### src/itoa_fmt_pkg.sv
// ----------------------------------------------------------------------------
// itoa_fmt_pkg
// Shared types, operation codes and character constants for the integer to
// ASCII formatter.
// ----------------------------------------------------------------------------
package itoa_fmt_pkg;

  localparam int ValueW  = 64;
  localparam int NDigits = 20;               // max text digits of a 64-bit value
  localparam int BcdW    = 4 * NDigits;
  localparam int RemW    = 5;                // holds 0..NDigits
  localparam int BitCntW = 6;                // indexes the 64 value bits

  typedef enum logic [1:0] {
    OP_SDEC = 2'd0,
    OP_UDEC = 2'd1,
    OP_LHEX = 2'd2,
    OP_UHEX = 2'd3
  } op_t;

  typedef enum logic [3:0] {
    ST_IDLE = 4'b0001,
    ST_CONV = 4'b0010,
    ST_SIGN = 4'b0100,
    ST_EMIT = 4'b1000
  } state_t;

  localparam logic [7:0] CHAR_ZERO    = 8'h30;  // '0'
  localparam logic [7:0] CHAR_MINUS   = 8'h2d;  // '-'
  localparam logic [7:0] CHAR_UPPER_A = 8'h41;  // 'A'
  localparam logic [7:0] CHAR_LOWER_A = 8'h61;  // 'a'
  localparam logic [3:0] DIGIT_TEN    = 4'd10;

  // One digit (0..15) to its ASCII code.
  function automatic logic [7:0] digit_char(input logic [3:0] d, input logic upper);
    logic [7:0] base;
    base = upper ? CHAR_UPPER_A : CHAR_LOWER_A;
    if (d < DIGIT_TEN) begin
      digit_char = CHAR_ZERO + {4'b0000, d};
    end else begin
      digit_char = base + {4'b0000, d - DIGIT_TEN};
    end
  endfunction

endpackage

### src/integer_to_ascii_formatter_core.sv
// ----------------------------------------------------------------------------
// integer_to_ascii_formatter_core
// Formats a 64-bit value as signed/unsigned decimal or lower/upper hex text,
// one ASCII character per beat, most significant first, no leading zeros.
// ----------------------------------------------------------------------------
//  channel   ports                          handshake
//  -------   -----------------------------  ---------------------------------
//  command   value[63:0], operation[1:0]    taken when start && !busy
//  result    character[7:0], last           one beat per cycle with strobe
//
//  Decimal: shift-and-add-3 binary to BCD of all 64 value bits in one shared
//  digit row, then the characters (sign, then 20 digit slots, leading zero
//  slots skipped silently). Hex skips the conversion.
//  busy is high from the accept until the cycle after the last beat.
//  rst (synchronous) returns to idle.
//  The receiver cannot stall; a beat is shown for exactly one cycle.
// ----------------------------------------------------------------------------
module integer_to_ascii_formatter_core
  import itoa_fmt_pkg::*;
(
  input  logic              clk,
  input  logic              rst,
  input  logic              start,
  input  logic [ValueW-1:0] value,
  input  logic [1:0]        operation,
  output logic              busy,
  output logic              strobe,
  output logic [7:0]        character,
  output logic              last
);

  state_t              state, state_next;
  logic [ValueW-1:0]   bin, bin_next;
  logic [BcdW-1:0]     bcd, bcd_next;
  logic [BcdW-1:0]     bcd_adj;
  logic [BitCntW-1:0]  bit_cnt, bit_cnt_next;
  logic [RemW-1:0]     rem, rem_next;
  logic                lead, lead_next;
  logic                neg, neg_next;
  logic                upper, upper_next;
  logic                start_neg;
  logic [3:0]          top;
  logic                skip;

  assign start_neg = (op_t'(operation) == OP_SDEC) && value[ValueW-1];
  assign top       = bcd[BcdW-1 -: 4];
  // leading zero slot, never the final one
  assign skip      = lead && (top == 4'd0) && (rem > RemW'(1));

  // add-3 correction over every BCD digit, ahead of the shift
  always_comb begin
    for (int i = 0; i < NDigits; i++) begin
      bcd_adj[4*i +: 4] = (bcd[4*i +: 4] >= 4'd5) ? bcd[4*i +: 4] + 4'd3 : bcd[4*i +: 4];
    end
  end

  always_comb begin
    state_next   = state;
    bin_next     = bin;
    bcd_next     = bcd;
    bit_cnt_next = bit_cnt;
    rem_next     = rem;
    lead_next    = lead;
    neg_next     = neg;
    upper_next   = upper;
    case (state)
      ST_IDLE: begin
        if (start) begin
          neg_next     = start_neg;
          upper_next   = (op_t'(operation) == OP_UHEX);
          lead_next    = 1'b1;
          rem_next     = RemW'(NDigits);
          bit_cnt_next = '0;
          bin_next     = start_neg ? (~value) + ValueW'(1) : value;
          if (operation[1]) begin
            bcd_next   = {{(BcdW-ValueW){1'b0}}, value};
            state_next = ST_EMIT;
          end else begin
            bcd_next   = '0;
            state_next = ST_CONV;
          end
        end
      end
      ST_CONV: begin
        bcd_next     = {bcd_adj[BcdW-2:0], bin[ValueW-1]};
        bin_next     = {bin[ValueW-2:0], 1'b0};
        bit_cnt_next = bit_cnt + BitCntW'(1);
        if (bit_cnt == {BitCntW{1'b1}}) begin
          state_next = neg ? ST_SIGN : ST_EMIT;
        end
      end
      ST_SIGN: begin
        state_next = ST_EMIT;
      end
      ST_EMIT: begin
        bcd_next = {bcd[BcdW-5:0], 4'd0};
        rem_next = rem - RemW'(1);
        if (!skip) begin
          lead_next = 1'b0;
        end
        if (rem == RemW'(1)) begin
          state_next = ST_IDLE;
        end
      end
      default: begin
        state_next = ST_IDLE;
      end
    endcase
  end

  always_ff @(posedge clk) begin
    if (rst) begin
      state   <= ST_IDLE;
      bit_cnt <= '0;
      rem     <= '0;
      lead    <= 1'b0;
      neg     <= 1'b0;
    end else begin
      state   <= state_next;
      bit_cnt <= bit_cnt_next;
      rem     <= rem_next;
      lead    <= lead_next;
      neg     <= neg_next;
    end
    bin   <= bin_next;
    bcd   <= bcd_next;
    upper <= upper_next;
  end

  assign busy      = (state != ST_IDLE);
  assign strobe    = (state == ST_SIGN) || ((state == ST_EMIT) && !skip);
  assign character = (state == ST_SIGN) ? CHAR_MINUS : digit_char(top, upper);
  assign last      = (state == ST_EMIT) && (rem == RemW'(1));

  // ---- assertions ----
  a_last_ends_item: assert property (@(posedge clk) disable iff (rst)
    strobe && last |=> !busy)
    else $error("busy still high after last beat");

  a_no_beat_idle: assert property (@(posedge clk) disable iff (rst)
    !busy |-> !strobe)
    else $error("beat while idle");

  a_sign_then_digits: assert property (@(posedge clk) disable iff (rst)
    state == ST_SIGN |=> state == ST_EMIT && lead)
    else $error("sign not followed by digit emission");

  a_emit_rem_nonzero: assert property (@(posedge clk) disable iff (rst)
    state == ST_EMIT |-> rem != '0)
    else $error("digit slot count underflow");

  a_conv_done: assert property (@(posedge clk) disable iff (rst)
    state == ST_CONV && bit_cnt == {BitCntW{1'b1}} |=> state == ST_SIGN || state == ST_EMIT)
    else $error("conversion did not finish after 64 bits");

endmodule
### config.mk
export PLATFORM = sky130hd
export DESIGN_NAME = integer_to_ascii_formatter_core
export DESIGN_NICKNAME = d
export VERILOG_FILES = /design/src/itoa_fmt_pkg.sv /design/src/integer_to_ascii_formatter_core.sv
export SDC_FILE = /design/constraint.sdc
export NUM_CORES = 1
export LEC_CHECK = 0
export BUFFER_PORTS_ARGS = -buffer_cell sky130_fd_sc_hd__buf_2
export CAP_MARGIN = 30
export CORE_MARGIN = 4
export CORE_UTILIZATION = 60
export CTS_BUF_LIST = sky130_fd_sc_hd__clkbuf_2 sky130_fd_sc_hd__clkbuf_4 sky130_fd_sc_hd__clkbuf_8
export CTS_CLUSTER_SIZE = 10
export DETAILED_ROUTE_END_ITERATION = 8
export GPL_ROUTABILITY_DRIVEN = 0
export PLACE_DENSITY = 0.83
export SYNTH_ARGS = -nofsm -noshare
export SYNTH_HDL_FRONTEND = slang
export SYNTH_SLANG_ARGS = --single-unit
### constraint.sdc
create_clock -name clk -period 13.7 [get_ports clk]
set_input_delay 1.37 -clock clk [delete_from_list [all_inputs] [get_ports clk]]
set_output_delay 1.37 -clock clk [all_outputs]
set_load 0.005 [all_outputs]
==> results.py <==
metrics = {
    "placement": {
        "port_buffers": 78,
        "post-dp-hpwl_um": 16700,
        "dp.cells": 1386,
    },
    "synth": {
        "yosysMostFrequentCell": "a21oi_1",
        "ys_async_sr_fraction_pct": 0,
        "ys.flop_type": "edfxtp_1",
        "synth_edf_count": 145,
        "avgSynthCellArea_um2": 9.17,
        "synthCells": 1130,
        "synthTopCellsByCount": "a21oi_1, edfxtp_1, nor2_1, o21ai_0, nand2_1",
        "synth.yosys.seq_area_share_pct": 45.3,
        "yosysWarnings": 0,
        "yosysTopAreaCell": "edfxtp_1",
        "synthTopCellsByArea": "edfxtp_1, a21oi_1, o21ai_0",
        "yosysUniqueCellTypes": 53,
        "synth_fp_nets": 1246,
        "syn_area_um2": 10400,
        "synth_top_area_share_pct": 42.0,
        "synth_seq_cells": 162,
    },
    "cts": {
        "clock_latency_ns": 0.47,
        "post_cts_resized": 0,
        "cts_setup_buffers": 0,
        "clkSinkCount": 162,
        "cts_buffers": 17,
        "cts_tree": "built",
        "cts.clk_slew.worst_paths_ns": 0.09,
        "clk_path_buf_depth": 2,
        "root_buffer": "clkbuf_8",
        "postCtsHoldBufs": 0,
        "h-tree-depth": 4,
    },
    "setup_path": {
        "crit_chain": "buf_2 -> nor4_1 -> nand4b_2 -> nor4_1 -> a21oi_1 -> xnor2_1 -> a21oi_1",
        "max_stage_delay_ns": 0.89,
        "crit_arrival_ns": 4.08,
        "crit_slowest_cell": "nor4_1",
        "critPathCaptureType": "flip-flop",
        "worstPathRequired_ns": 13.90,
        "cp_max_fo": 9,
        "crit_buf_inv": 1,
        "path_delay_family": "simple AND/OR/NAND/NOR gates",
        "crit_path_start_kind": "input port",
        "critical_path_class": "in -> reg",
    },
    "global_routing": {
        "grt_max_degree": 91,
        "grt_pass1_wl_um": 40900,
        "grtUsageTotal_pct": 25.5,
        "grt_util_met1_pct": 35.1,
        "antenna_found_initial": 0,
        "grt_use_met2_pct": 41.6,
        "grt-ovfl-total": 0,
        "busiest_layer": "met2",
        "gr-usage-met3_pct": 4.84,
        "first_global_vias": 8293,
    },
    "layout": {
        "nFillCells": 1311,
        "syn_to_final_growth_pct": 10.1,
        "multi_input_area_um2": 5290,
        "final-seq-area_um2": 4690,
        "drive_above_1_share_pct": 11.9,
        "utilization_pct": 68.1,
        "nets": 1302,
        "layout.cells.non_filler": 1420,
    },
    "pwr": {
        "p_leak_nw": 4.12,
        "vdd_drop_max_mv": 0.0799,
        "power.density_nw_per_um2": 154,
        "p_total_mw": 1.75,
    },
    "sta": {
        "finalSetupViolCount": 0,
        "drv_slew": 0,
        "period_minus_slack_ns": 3.89,
        "rsz0062_at_grt": "false",
        "period_share_pct": 28.4,
        "max-slew-margin-rel_pct": 36.0,
        "fin_tns_setup_ns": 0,
        "fin_skew_ns": 0.0129,
        "fmax_mhz": 257,
        "hold_viol_final": 0,
        "worstMarginPinSlew_ns": 0.952,
    },
    "routing": {
        "drt_iter0_drc": 928,
        "detail-route-antenna-nets": 0,
        "wl_per_cell_um": 17.5,
        "dr.pass1.iters": 8,
        "vias_per_cell": 6.25,
        "drt_wl_total_um": 24800,
        "route.detailed.drc": 0,
        "vias": 8870,
    },
    "die": {
        "dieArea_um2": 19400,
        "dieHeight_um": 139,
        "fp-row-count": 47,
        "die_w_um": 139,
        "initial_utilization_pct": 61.8,
        "core_um2": 16800,
        "io_pins": 80,
    },
    "hold_path": {
        "hold_class": "reg -> reg",
    },
    "flow_run": {
        "max_cap_violations": 0,
    },
    "run_status": {
        "status": "completed",
    },
}
[where the power goes]
| group | internal [mW] | switching (mW) | leakage, nW |
|---|---|---|---|
| Sequential | 0.707 | 0.100 | 1.56 |
| Combinational | 0.215 | 0.333 | 2.33 |
| Clock | 0.225 | 0.174 | 0.234 |
[tightest hold or removal path, stage by stage, from the launching register on]
cell     delay (ns)
dfxtp_1        0.34
nand2_1        0.06
a21oi_1        0.05
[through the flow]
| step | instance area, µm² | hold WS [ns] | setup slack (ns) |
|---|---|---|---|
| 3_5_place_dp | 11000 | 0.481 | 9.33 |
| 6_report | 11400 | 0.493 | 9.81 |
| 3_3_place_gp | 10900 | 0.468 | 9.40 |
| 5_1_grt | 11400 | 0.526 | 9.54 |
| 2_1_floorplan | 10400 | 0.447 | 7.63 |
| 4_1_cts | 11400 | 0.493 | 9.76 |
[path summary, 6_finish.rpt]
check,startpoint,to,slack [ns],depth (start not counted)
hold / removal,neg$_SDFFE_PP0P_,neg$_SDFFE_PP0P_,0.49,2
setup reg to reg,state[0]$_SDFFE_PP1P_,bit_cnt[0]$_SDFFE_PP0P_,10.72,8
hold reg to reg,neg$_SDFFE_PP0P_,neg$_SDFFE_PP0P_,0.49,2
setup / recovery,value[3],bin[40]$_DFFE_PP_,9.81,7
[per-layer routing]
layer | routed length, µm | up-vias
met5 | 0 | -
met4 | 455 | 0
met3 | 1890 | 47
met2 | 11900 | 340
met1 | 10600 | 4254
li1 | - | 4229
[sequential cells by signal, summed over array words and instances, names as in the netlist]
register  cells
bit_cnt       6
lead          1
upper         1
rem           5
neg           1
bcd          80
bin          64
state         4
[cell usage in the layout (no fill, tap or decap), types with 5 or more instances in the layout]
master and n:
buf_4 12, buf_2 78, xor2_1 26, clkbuf_4 8, or3_1 9, inv_1 52
o31ai_1 9, a22oi_1 31, or4_1 5, nand2_1 97, clkbuf_8 19, edfxtp_1 145
nand2b_1 25, a21oi_1 151, a31oi_1 13, nand3_1 7, ha_1 47, nor4_1 15
dfxtp_1 17, o21ai_0 118, nor2_1 122, nor3_1 20, nor3b_1 19, a221o_1 15
xnor2_1 63, o22ai_1 5
[cell type report]
type                            instances  share of cell area, %
Antenna cell                            1                 0.0219
Clock buffer                           27                   2.82
Clock inverter                          5                   1.10
Inverter                               52                   1.71
Multi-Input combinational cell        861                   46.3
Sequential cell                       162                   41.1
Tap cell                              220                   2.41
Timing Repair Buffer                   92                   4.49
[cell families after synthesis]
kind of cell    synth area share [%]
other cells                   0.0362
simple gates                    16.5
fa+ha+maj                       5.67
compound gates                  20.8
xor+xnor                        7.52
flops                           45.3
mux                            0.217
buf+inv                         3.98
Power figures use the tool's default switching activity.
